File: src/design/qtpi_pkg.sv
// ---------------------------------------------------------------------------
// qtpi_pkg: shared types and constants for the quadtree point insert block
// Field widths, register indexes, queue entry, result and state types.
// ---------------------------------------------------------------------------
package qtpi_pkg;

  // default sizes of the node table and of the level limit
  localparam int NODE_SLOTS_DEF  = 4096;
  localparam int LEVEL_LIMIT_DEF = 16;

  // fixed field widths
  localparam int COORD_W    = 16;
  localparam int TAG_W      = 16;
  localparam int NODE_IDX_W = 12;
  localparam int AREA_W     = 17;
  localparam int LEVELS_W   = 5;
  localparam int CFG_ADDR_W = 4;
  localparam int CFG_DATA_W = 32;

  // depth of the queue between front and back
  localparam int QUEUE_DEPTH = 2;

  // tree constants
  localparam int ROOT_NODE  = 3;
  localparam int GROUP_SIZE = 4;
  localparam int FREE_RESET = 4;
  localparam logic [1:0] EAST_BIT  = 2'b01;
  localparam logic [1:0] SOUTH_BIT = 2'b10;

  // register indexes
  localparam logic [1:0] REG_AREA_WIDTH  = 2'd0;
  localparam logic [1:0] REG_AREA_HEIGHT = 2'd1;
  localparam logic [1:0] REG_MAX_LEVELS  = 2'd2;

  // register reset values
  localparam logic [AREA_W-1:0]   AREA_RESET   = 17'd256;
  localparam logic [LEVELS_W-1:0] LEVELS_RESET = 5'd8;

  typedef struct packed {
    logic [AREA_W-1:0]   area_width;
    logic [AREA_W-1:0]   area_height;
    logic [LEVELS_W-1:0] max_levels;
  } cfg_t;

  typedef struct packed {
    logic [COORD_W-1:0] point_x;
    logic [COORD_W-1:0] point_y;
    logic [TAG_W-1:0]   tag;
    logic               rejected;
  } item_t;

  typedef struct packed {
    logic [NODE_IDX_W-1:0] node_index;
    logic [TAG_W-1:0]      tag;
    logic                  last_node;
    logic                  rejected;
    logic                  table_full;
  } result_t;

  typedef enum logic [1:0] {
    BK_CLEAR,
    BK_IDLE,
    BK_CHECK,
    BK_EVAL
  } back_state_t;

endpackage

File: src/design/qtpi_front.sv
// ---------------------------------------------------------------------------
// qtpi_front: request intake and classification
// Accepts a point, flags it when it lies outside the area and queues it.
// ---------------------------------------------------------------------------
module qtpi_front (
  input  logic                        start,
  input  logic [qtpi_pkg::COORD_W-1:0] point_x,
  input  logic [qtpi_pkg::COORD_W-1:0] point_y,
  input  logic [qtpi_pkg::TAG_W-1:0]   payload_tag,
  input  qtpi_pkg::cfg_t               cfg,
  input  logic                        queue_full,
  input  logic                        clearing,
  output logic                        busy,
  output logic                        push,
  output qtpi_pkg::item_t             item
);

  // hold off requests while the queue is full or the table is being cleared
  assign busy = queue_full | clearing;
  assign push = start & ~busy;

  // outside-area check on the incoming point
  always_comb begin
    item.point_x  = point_x;
    item.point_y  = point_y;
    item.tag      = payload_tag;
    item.rejected = ({1'b0, point_x} >= cfg.area_width) |
                    ({1'b0, point_y} >= cfg.area_height);
  end

endmodule

File: config.mk
export PLATFORM = sky130hd
export DESIGN_NAME = qtpi_front
export DESIGN_NICKNAME = d
export VERILOG_FILES = /design/src/design/qtpi_pkg.sv /design/src/design/qtpi_front.sv
export SDC_FILE = /design/constraint.sdc
export NUM_CORES = 1
export LEC_CHECK = 0
export BUFFER_PORTS_ARGS = -buffer_cell sky130_fd_sc_hd__buf_2
export CAP_MARGIN = 40
export CORE_MARGIN = 2
export CORE_UTILIZATION = 32
export DETAILED_ROUTE_END_ITERATION = 8
export PLACE_DENSITY = 0.81
export RECOVER_POWER = 25
export SLEW_MARGIN = 20
export SYNTH_ARGS = -nofsm -noshare
export SYNTH_HDL_FRONTEND = slang
export SYNTH_SLANG_ARGS = --single-unit
File: constraint.sdc
create_clock -name vclk -period 1.4
set_input_delay 0.14 -clock vclk [all_inputs]
set_output_delay 0.14 -clock vclk [all_outputs]
set_load 0.005 [all_outputs]
**Word-level counts from Yosys, hierarchy flattened**

Cells that the tools add are included.

- Register bits: 0
- Input bits: 90
- Logic and storage cells: 6

- $lt $le $gt $ge: 2
- Bitwise logic cells: 4

Operator list:

| kind | count |
|---|---|
| $ge 16x17->1 | 2 |
| $or 1x1->1 | 2 |
| $and 1x1->1 | 1 |
| $not 1->1 | 1 |

**Longest topological paths before layout**

- Depth after elaboration: 3
- Mapped depth: 7
- Gate-level depth less buffers: 7

**Worst setup path before layout**

OpenSTA, ideal clock, no wires.

- Kind: input -> output
- Start point: input cfg[29] in the netlist's numbering
- End point: output item[0] in the netlist's numbering
- Data arrival time: 1.215 ns
- Slack: 0.045 ns
- Cell stages on the path: 7
- Path buffers: 0
- Cell sequence: inv_1 ha_1 and4_1 nand4_2 nor2_1 o41ai_2 nand4_1

RTL lines:

| element | RTL line | RTL |
|---|---|---|
| from (decl) | qtpi_front.sv:10 | `input qtpi_pkg::cfg_t cfg,` |
| to (decl) | qtpi_front.sv:15 | `output qtpi_pkg::item_t item` |

==> flow_summary.ini <==
[timing]
setup-violations-final = 1
whs_ns = 0.2800
layout_setup_ws_ns = -0.2142
hold_violations = 0
slew_headroom_pct = 79.73
post-route-period-util_pct = 115.3
max_freq_mhz = 619.5
fin_crit_ns = 1.614
rsz0062_at_grt = yes
worst-slew-pin-transition_ns = 0.3008
drv_slew = 0

[synth]
postSynthAreaPerCell_sq_um = 7.460
yosysMostFrequentCell = buf_4
syn_nets = 282
synth_warnings = 0
yosysTopAreaCell = ha_1
yosys-top-cells-count = buf_4, inv_1, ha_1
ys_types = 24
yosysTopAreaCellShare_pct = 33.54
synth_area_sq_mm = 0.001194
ys_seq_area_share_pct = 0
syn-instance-count = 160
synthTopCellsByArea = ha_1, buf_4, inv_1

[place]
place_congestion = 0.7566
place_hpwl_microns = 2382
dp.cells = 272
portBuffers = 104
dp_slack_ns = -0.3309

[outcome]
failed_checks = setup timing
status = finished, violations left

[drt]
detail_route.wl_per_cell_microns = 10.32
routed_wl_microns = 2806
drc = 0
dr.pass1.iters = 4
drt-initial-drc-count = 7
antenna_left = 0
viasPerCell = 4.346
vias = 1182

[cells_and_area]
layout-area-overhead-vs-synth_pct = 36.48
regArea_sq_um = 0
final_cells = 272
seq_cells = 0
fillers = 378
nets = 348
drive_above_1_share_pct = 59.82
antennaDiodeCount = 0
nClkBuffers = 0
fin_util_pct = 44.83

[grt]
first_global_vias = 1026
grt_usage_pct = 11.16
grt_max_degree = 4
overflow = 0
antenna_found_initial = 0
grt_pass1_wl_microns = 3939

[die]
start_util_pct = 32.85
dieArea_sq_mm = 0.004235
core-area_sq_mm = 0.003633
placementRows = 22
die_w_microns = 65.08
ioPinCount = 141
die_h_microns = 65.08

[power]
p_per_area_mw_per_mm2 = 262.3
power.leakage_nw = 1.005
totalPowerFinal_mw = 0.4274
max-vdd-ir-drop_v = 0.00008295

[clock_tree]
post_cts_buffers = 0

[setup_path]
end_kind = output port
cp-start-kind = input pin
path_cells = buf_2 > ha_4 > and4_1 > nand4_2 > nor2_2 > o41ai_2 > nand4_1 > buf_2
path_delay_family = simple AND/OR/NAND/NOR gates
worst_path_max_delay_cell = o41ai_2
worstPathRequired_ns = 1.26
critical_path_buf_inv_count = 2
cp.arrival_ns = 1.47
path_common_cell = buf_2
cpPeakStageDelay_ns = 0.36
crit_type = in2out
cp_max_fo = 2

[min_path]
hold_class = in2out

[run]
max_cap_violations = 0
cells by family after synthesis:
kind of cell,share of synthesized area (%)
buffers and inverters,41.20
and+or+nand+nor,10.27
AOI/OAI and AO/OA,14.99
adders and majority gates,33.54
report_power, final:
part | internal [mW] | switching [mW]
logic | 0.242 | 0.185
clock network | 0 | 0
registers | 0 | 0
area by class of cell:
| type | instances | area (sq um) | area share (%) |
|---|---|---|---|
| multi-input combinational | 77 | 824.5 | 50.61 |
| timing repair buffer | 112 | 608.1 | 37.33 |
| inverter | 35 | 136.4 | 8.372 |
| tap | 48 | 60.06 | 3.687 |
final timing paths:
kind | start | cells after the start | end | slack (ns)
max | point_x[8] | 8 | item[0] | -0.21
min | payload_tag[15] | 0 | item[16] | 0.28
layout by cell type (no fill, tap or decap), types with 2 or more instances in the layout:
| cell | synthesis | final |
|---|---|---|
| nand2_1 | 3 | 3 |
| a21o_1 | 4 | 4 |
| a31oi_1 | 2 | 2 |
| buf_4 | 48 | 9 |
| ha_1 | 32 | 24 |
| inv_4 | 0 | 2 |
| inv_2 | 0 | 3 |
| o21ai_0 | 5 | 4 |
| and4_1 | 5 | 4 |
| inv_1 | 35 | 30 |
| o2111ai_1 | 2 | 2 |
| buf_6 | 0 | 4 |
| ha_4 | 0 | 8 |
| a21oi_1 | 8 | 7 |
| buf_2 | 0 | 99 |
| nor2b_1 | 2 | 2 |
layer usage:
metal,global-route usage [%],part of all wire [%],up-vias
li1,-,-,616
met1,12.08,36,504
met2,23.97,55,58
met3,0.6944,8.1,4
met4,0.7813,0.61,0
met5,0,0,-
metrics by stage:
step / area (sq um) / setup TNS, ns
6_report: 1629 / -0.2142
5_1_grt: 1629 / -0.2863
4_1_cts: 1556 / -0.3319
3_5_place_dp: 1474 / -0.3309
3_3_place_gp: 1474 / -0.2941
2_1_floorplan: 1194 / 0
repair_timing:
item,in CTS,in global routing
hold buffers,0,0
pin swaps,8,6
endpoints found under the setup margin,1,1
gates resized for setup,18,10
No activity file was read; power rests on OpenSTA's default activity.
