--- src/design/qtpi_pkg.sv ---
// ---------------------------------------------------------------------------
// qtpi_pkg: shared types and constants for the quadtree point insert block
// Field widths, register indexes, queue entry, result and state types.
// ---------------------------------------------------------------------------
package qtpi_pkg;

  // default sizes of the node table and of the level limit
  localparam int NODE_SLOTS_DEF  = 4096;
  localparam int LEVEL_LIMIT_DEF = 16;

  // fixed field widths
  localparam int COORD_W    = 16;
  localparam int TAG_W      = 16;
  localparam int NODE_IDX_W = 12;
  localparam int AREA_W     = 17;
  localparam int LEVELS_W   = 5;
  localparam int CFG_ADDR_W = 4;
  localparam int CFG_DATA_W = 32;

  // depth of the queue between front and back
  localparam int QUEUE_DEPTH = 2;

  // tree constants
  localparam int ROOT_NODE  = 3;
  localparam int GROUP_SIZE = 4;
  localparam int FREE_RESET = 4;
  localparam logic [1:0] EAST_BIT  = 2'b01;
  localparam logic [1:0] SOUTH_BIT = 2'b10;

  // register indexes
  localparam logic [1:0] REG_AREA_WIDTH  = 2'd0;
  localparam logic [1:0] REG_AREA_HEIGHT = 2'd1;
  localparam logic [1:0] REG_MAX_LEVELS  = 2'd2;

  // register reset values
  localparam logic [AREA_W-1:0]   AREA_RESET   = 17'd256;
  localparam logic [LEVELS_W-1:0] LEVELS_RESET = 5'd8;

  typedef struct packed {
    logic [AREA_W-1:0]   area_width;
    logic [AREA_W-1:0]   area_height;
    logic [LEVELS_W-1:0] max_levels;
  } cfg_t;

  typedef struct packed {
    logic [COORD_W-1:0] point_x;
    logic [COORD_W-1:0] point_y;
    logic [TAG_W-1:0]   tag;
    logic               rejected;
  } item_t;

  typedef struct packed {
    logic [NODE_IDX_W-1:0] node_index;
    logic [TAG_W-1:0]      tag;
    logic                  last_node;
    logic                  rejected;
    logic                  table_full;
  } result_t;

  typedef enum logic [1:0] {
    BK_CLEAR,
    BK_IDLE,
    BK_CHECK,
    BK_EVAL
  } back_state_t;

endpackage

--- src/design/qtpi_queue.sv ---
// ---------------------------------------------------------------------------
// qtpi_queue: small request queue between front and back
// Circular buffer of classified requests with occupancy count.
// ---------------------------------------------------------------------------
module qtpi_queue (
  input  logic            clk,
  input  logic            rst_n,
  input  logic            push,
  input  qtpi_pkg::item_t push_item,
  input  logic            pop,
  output logic            full,
  output logic            valid,
  output qtpi_pkg::item_t head
);

  localparam int PW = (qtpi_pkg::QUEUE_DEPTH > 1) ? $clog2(qtpi_pkg::QUEUE_DEPTH) : 1;
  localparam int CW = $clog2(qtpi_pkg::QUEUE_DEPTH + 1);

  qtpi_pkg::item_t entries_r [qtpi_pkg::QUEUE_DEPTH];
  logic [PW-1:0] wr_ptr_r, wr_ptr_nxt;
  logic [PW-1:0] rd_ptr_r, rd_ptr_nxt;
  logic [CW-1:0] count_r, count_nxt;

  assign full  = (count_r == CW'(qtpi_pkg::QUEUE_DEPTH));
  assign valid = (count_r != '0);
  assign head  = entries_r[rd_ptr_r];

  // pointer and count update
  always_comb begin
    wr_ptr_nxt = wr_ptr_r;
    rd_ptr_nxt = rd_ptr_r;
    count_nxt  = count_r;
    if (push) begin
      wr_ptr_nxt = (wr_ptr_r == PW'(qtpi_pkg::QUEUE_DEPTH - 1)) ? '0 : wr_ptr_r + 1'b1;
    end
    if (pop) begin
      rd_ptr_nxt = (rd_ptr_r == PW'(qtpi_pkg::QUEUE_DEPTH - 1)) ? '0 : rd_ptr_r + 1'b1;
    end
    if (push && !pop) begin
      count_nxt = count_r + 1'b1;
    end else if (pop && !push) begin
      count_nxt = count_r - 1'b1;
    end
  end

  always_ff @(posedge clk) begin
    if (!rst_n) begin
      wr_ptr_r <= '0;
      rd_ptr_r <= '0;
      count_r  <= '0;
    end else begin
      wr_ptr_r <= wr_ptr_nxt;
      rd_ptr_r <= rd_ptr_nxt;
      count_r  <= count_nxt;
    end
  end

  // entry storage
  always_ff @(posedge clk) begin
    if (push) begin
      entries_r[wr_ptr_r] <= push_item;
    end
  end

endmodule

--- config.mk ---
export PLATFORM = sky130hd
export DESIGN_NAME = qtpi_queue
export DESIGN_NICKNAME = d
export VERILOG_FILES = /design/src/design/qtpi_pkg.sv /design/src/design/qtpi_queue.sv
export SDC_FILE = /design/constraint.sdc
export NUM_CORES = 1
export LEC_CHECK = 0
export BUFFER_PORTS_ARGS = -buffer_cell sky130_fd_sc_hd__buf_2
export CORE_UTILIZATION = 45
export DETAILED_ROUTE_END_ITERATION = 12
export PLACE_DENSITY = 0.72
export SETUP_SLACK_MARGIN = 0.2
export SLEW_MARGIN = 5
export SYNTH_ARGS = -nofsm -noshare
export SYNTH_HDL_FRONTEND = slang
export SYNTH_SLANG_ARGS = --single-unit
export TNS_END_PERCENT = 20
--- constraint.sdc ---
create_clock -name clk -period 3.77 [get_ports clk]
set_input_delay 0 -clock clk [delete_from_list [all_inputs] [get_ports clk]]
set_output_delay 0 -clock clk [all_outputs]
set_load 0.01 [all_outputs]
* Word-level counts from Yosys, hierarchy flattened *
Memory sizes are Yosys's and may differ from the RTL's. A register that Yosys moved wholly into a read port is not among the register bits.
Cells that the tools add are included.

storage, ports and cells
  register bits = 4
  RAM bits = 98
  bits of input ports = 53
  word-level logic and storage cells = 23
  memories = 1

operators by class
  add/sub/neg operators = 4
  equal/unequal tests = 1
  multiplexer cells = 8
  reductions and logical operators = 6

memory list
  name       depth  bits a word  rd ports  clocked after memory_dff  write ports  RTL line          source
  entries_r  2      49           1         1                         1            qtpi_queue.sv:19  qtpi_pkg::item_t entries_r [qtpi_pkg::QUEUE_DEPTH];

operator list
  operator                                                             count
  1-bit two-way mux                                                    6
  2-bit two-way mux                                                    2
  2-bit nonzero test                                                   2
  1-bit adder (second input constant)                                  2
  2-bit by 1-bit adder with 2-bit output (second input constant)       1
  2-bit equality test (second input constant)                          1
  1-bit logical AND                                                    2
  1-bit zero test                                                      2
  2-bit by 1-bit subtractor with 2-bit output (second input constant)  1

* Depth between registers and ports, before layout *
  word-level depth = 4
  mapped depth = 5
  mapped depth without buffers = 5

* Worst setup path after synthesis *
No wires, ideal clock.

  path type = register to register
  start point = register wr_ptr_r
  end point = memory entries_r[0][0] (netlist bit) (enable)
  arrival time = 2.518 ns
  data required time = 3.307 ns
  path slack = 0.789 ns
  cell stages (with the launch flop) = 2
  clock period less this slack = 2.981 ns
  cells stage by stage = dfxtp_1 nor2b_1

RTL lines
  what                      RTL line          source
  start: declaration        qtpi_queue.sv:20  logic [PW-1:0] wr_ptr_r, wr_ptr_nxt;
  start signal: assignment  qtpi_queue.sv:52  wr_ptr_r <= wr_ptr_nxt;
  end: declaration          qtpi_queue.sv:19

No word-level cell before the write port.

==> run summary <==
By count the netlist is led by edfxtp_1, mux2_2, dfxtp_1. Along the worst hold path, the cell count comes to 2. The final worst clock skew came out at 7.76 ps. The post-CTS setup buffer count is 0. The actual slew at the worst max-slew pin came out at 1180 ps.

After detailed routing, the number of remaining DRC violations is 0. edfxtp_1 is the most common cell in the netlist. The die boundary height is ~93 um. The flip-flop and latch count after synthesis is approximately 100. TritonCTS built the clock tree. The kind of end point of the critical path is a primary output. The global router's overall resource usage is between 10% and 20%.

The worst setup slack for register-to-register paths came out at between 2000 and 2500 ps. The HPWL reported at the end of detailed placement came out at roughly 3.8 mm. The worst pin sits at a relative slew slack of around a fifth. The worst hold path terminates at entries_r[0][13]$_DFFE_PP_. After synthesis, the cell types taking the most area are edfxtp_1, mux2_2, dfxtp_1. The final hold violation count is 0. Across the run, the number of max-cap violations was 0. The I/O pin count is between 100 and 150.

The total grt overflow is 0. The number of pins exceeding their max-slew limit in the final report came to 0. The horizontal extent of the die is 93.3 um. The number of placed instances, taps included, is about 380. The clock edge transition at the registers on the reported setup and hold paths came out at about 90 ps. The later-pin clock latency in the skew report came out at ~340 ps.

The synthesized netlist occupies a cell area of 3750 um2. Sequential cells were found to cover between 80 and 90% of the synthesized design area. The category of the most critical setup path is reg -> out. The clock root buffer is clkbuf_8.

The violation count after the first detailed-route iteration is 66. The count of distinct cell types in the synthesized netlist is 17. The congestion estimate from routability-driven global placement came to a little under 0.7. The data arrival at the endpoint of the critical path came out at 2070 ps. The depth of the worst register-to-register path is 2. Setup repair after global routing left no endpoint under its margin. The total number of vias is around 2,100. The ratio of final minimum period to clock period is 54.8%. The total of endpoints with negative setup slack in the final report is 0. The startpoint identified for the worst hold timing path is push. The count of H-tree levels built during CTS is 3. The element type at the critical path start is a flip-flop. The prevailing post-synth register cell is edfxtp_1. The total clock sinks came out at between 100 and 150. Of all nets on the critical path, the largest fanout is 49. The number of synthesized flops with an enable pin is between 90 and 100. In the synthesized netlist, the number of instances is about 170.

The number of rows created at floorplan came out at 32. The count of cells resized by post-cts repair came out at 0. The count of buffers inserted at the top-level ports is around 100.

The total negative slack for setup checks came out at 0 ps. The achievable clock frequency came out at between 400 and 500 MHz. The analysis attributes to cell leakage a power of roughly 1.9 nW.

The initial core utilization is 47.6%. The count of nets left with antenna violations once routing finished came out at 0. The initial antenna violation count is 0.

The number of global-route vias before repair came out at around 2,200. A synthesized cell averages around 22 um2. The endpoint identified for the worst register-to-register timing path is entries_r[1][37]$_DFFE_PP_. The required time at the worst-slack endpoint is around 3800 ps. The largest total area in the synthesized netlist belongs to edfxtp_1. The number of diodes is 0. The mean routed wirelength per cell is approximately 15 um. The fraction of synthesized cell area taken by the top area cell type came out at between 70 and 80%.

At the end of the flow, the number of nets in the layout was ~390. The maximum number of pins on one net before global-route repair is 50. During synthesis, Yosys emitted a total of 0 warnings. The run finished with clean final reports. Compared with the post-synthesis result, the final layout area differs by 35.4%. The buffer depth of the longest clock path came out at 2. The number of detailed-routing iterations run before antenna repair came out at 4. The total detailed-routing wirelength is ~6.6 mm.

Once layout is complete, the cells apart from fillers number 443. The largest vdd supply drop is 0.000230 V. The number of nets in the synthesized netlist is 228.

The area of the core came out at 7890 um2. The worst hold path belongs to the class in -> reg. The worst path needs 2070 ps of the cycle, external delays included.

Counting flops with an async set or reset pin after synthesis yields a share of 0%. Of the cells placed in the final design, the portion with a size suffix greater than 1 is 50.1%. The floorplan step defined a die boundary enclosing 8710 um2. The areal power density over the cells is 446 nW/um2. The launching point of the worst reg2reg path is wr_ptr_r$_SDFFE_PN0P_. The via count normalized by instance count is 4.74. The global-route wire length before repair is 10.0 mm. The worst hold-check slack is approximately 140 ps. The total CTS buffers came out at 9.
-- area by class of cell --
cell class | count | area (um2)
Clock buffer | 11 | 131
Clock inverter | 4 | 47.5
Fill cell | 556 | 2800
Inverter | 1 | 3.75
Multi-Input combinational cell | 65 | 678
Sequential cell | 103 | 3040
Tap cell | 102 | 128
Timing Repair Buffer | 157 | 1050
-- timing repair --
| action | CTS | global route |
|---|---|---|
| hold buffers | 52 | 0 |
| hold endpoints to repair | 103 | 0 |
| endpoints found under the setup margin | 0 | 0 |
-- sequential cells by signal (all words and copies together) (netlist names), named ones only --
register,flops
wr_ptr_r,1
entries_r,98
rd_ptr_r,1
count_r,2
-- placed cells by master, fill, tap and decap left out, types with 2 or more instances in the layout --
master	instances
mux2_2	49
clkbuf_1	2
and2_1	3
buf_2	103
buf_4	2
dfxtp_1	4
edfxtp_1	98
dlygate4sd3_1	52
xor2_1	2
clkbuf_8	9
-- worst max path at each step --
stage | slack (ps) | startpoint | to | cells past startpoint
after floorplan | 790 | wr_ptr_r$_SDFFE_PN0P_ | entries_r[0][0]$_DFFE_PP_ | 1
after global placement | 2030 | flip-flop | head[43] | 2
after detailed placement | 2040 | flip-flop | head[10] | 2
after CTS | 1640 | flip-flop | head[10] | 2
after global routing | 1560 | flip-flop | head[43] | 2
final | 1700 | flip-flop | head[43] | 2
-- layer usage --
layer,vias up,wire length [um],GRT usage [%]
met4,0,95,6.67
met1,1012,2790,18.4
met3,10,367,3.33
li1,1001,-,-
met5,-,0,0
met2,76,3320,27.0
-- logic make-up (layout without fill, tap and decap cells) --
family / count (synthesis) / in the layout / synth area share, %
adders and majority gates: 1 / 1 / 0.333
buffers and inverters: 6 / 173 / 1.10
xor gates and xnor gates: 3 / 3 / 0.700
DFF: 103 / 103 / 81.1
and+or+nand+nor: 9 / 9 / 1.57
muxes: 49 / 49 / 14.7
AOI/OAI and AO/OA: 3 / 3 / 0.533
-- per-stage QoR --
stage	worst slack (ps)	cell area (um2)	total power [mW]	util, %
floorplan	789	3750	1.51	-
global placement	2030	4380	1.61	55.6
detailed placement	2040	4380	1.62	55.6
CTS	1640	5080	2.29	64.5
global route	1560	5080	2.36	64.5
finish	1700	5080	2.27	64.5
-- worst max-delay path: stages (launching register included) --
cell and delay (ps):
dfxtp_2 1120, mux2_2 450, buf_2 150
-- where the power goes --
group	switching (mW)	leakage, nW	internal [mW]
clock	0.331	0.0908	0.302
combinational	0.120	0.885	0.161
sequential	0.0358	0.962	1.32
Note: power is estimated with default switching activity, not from simulation.
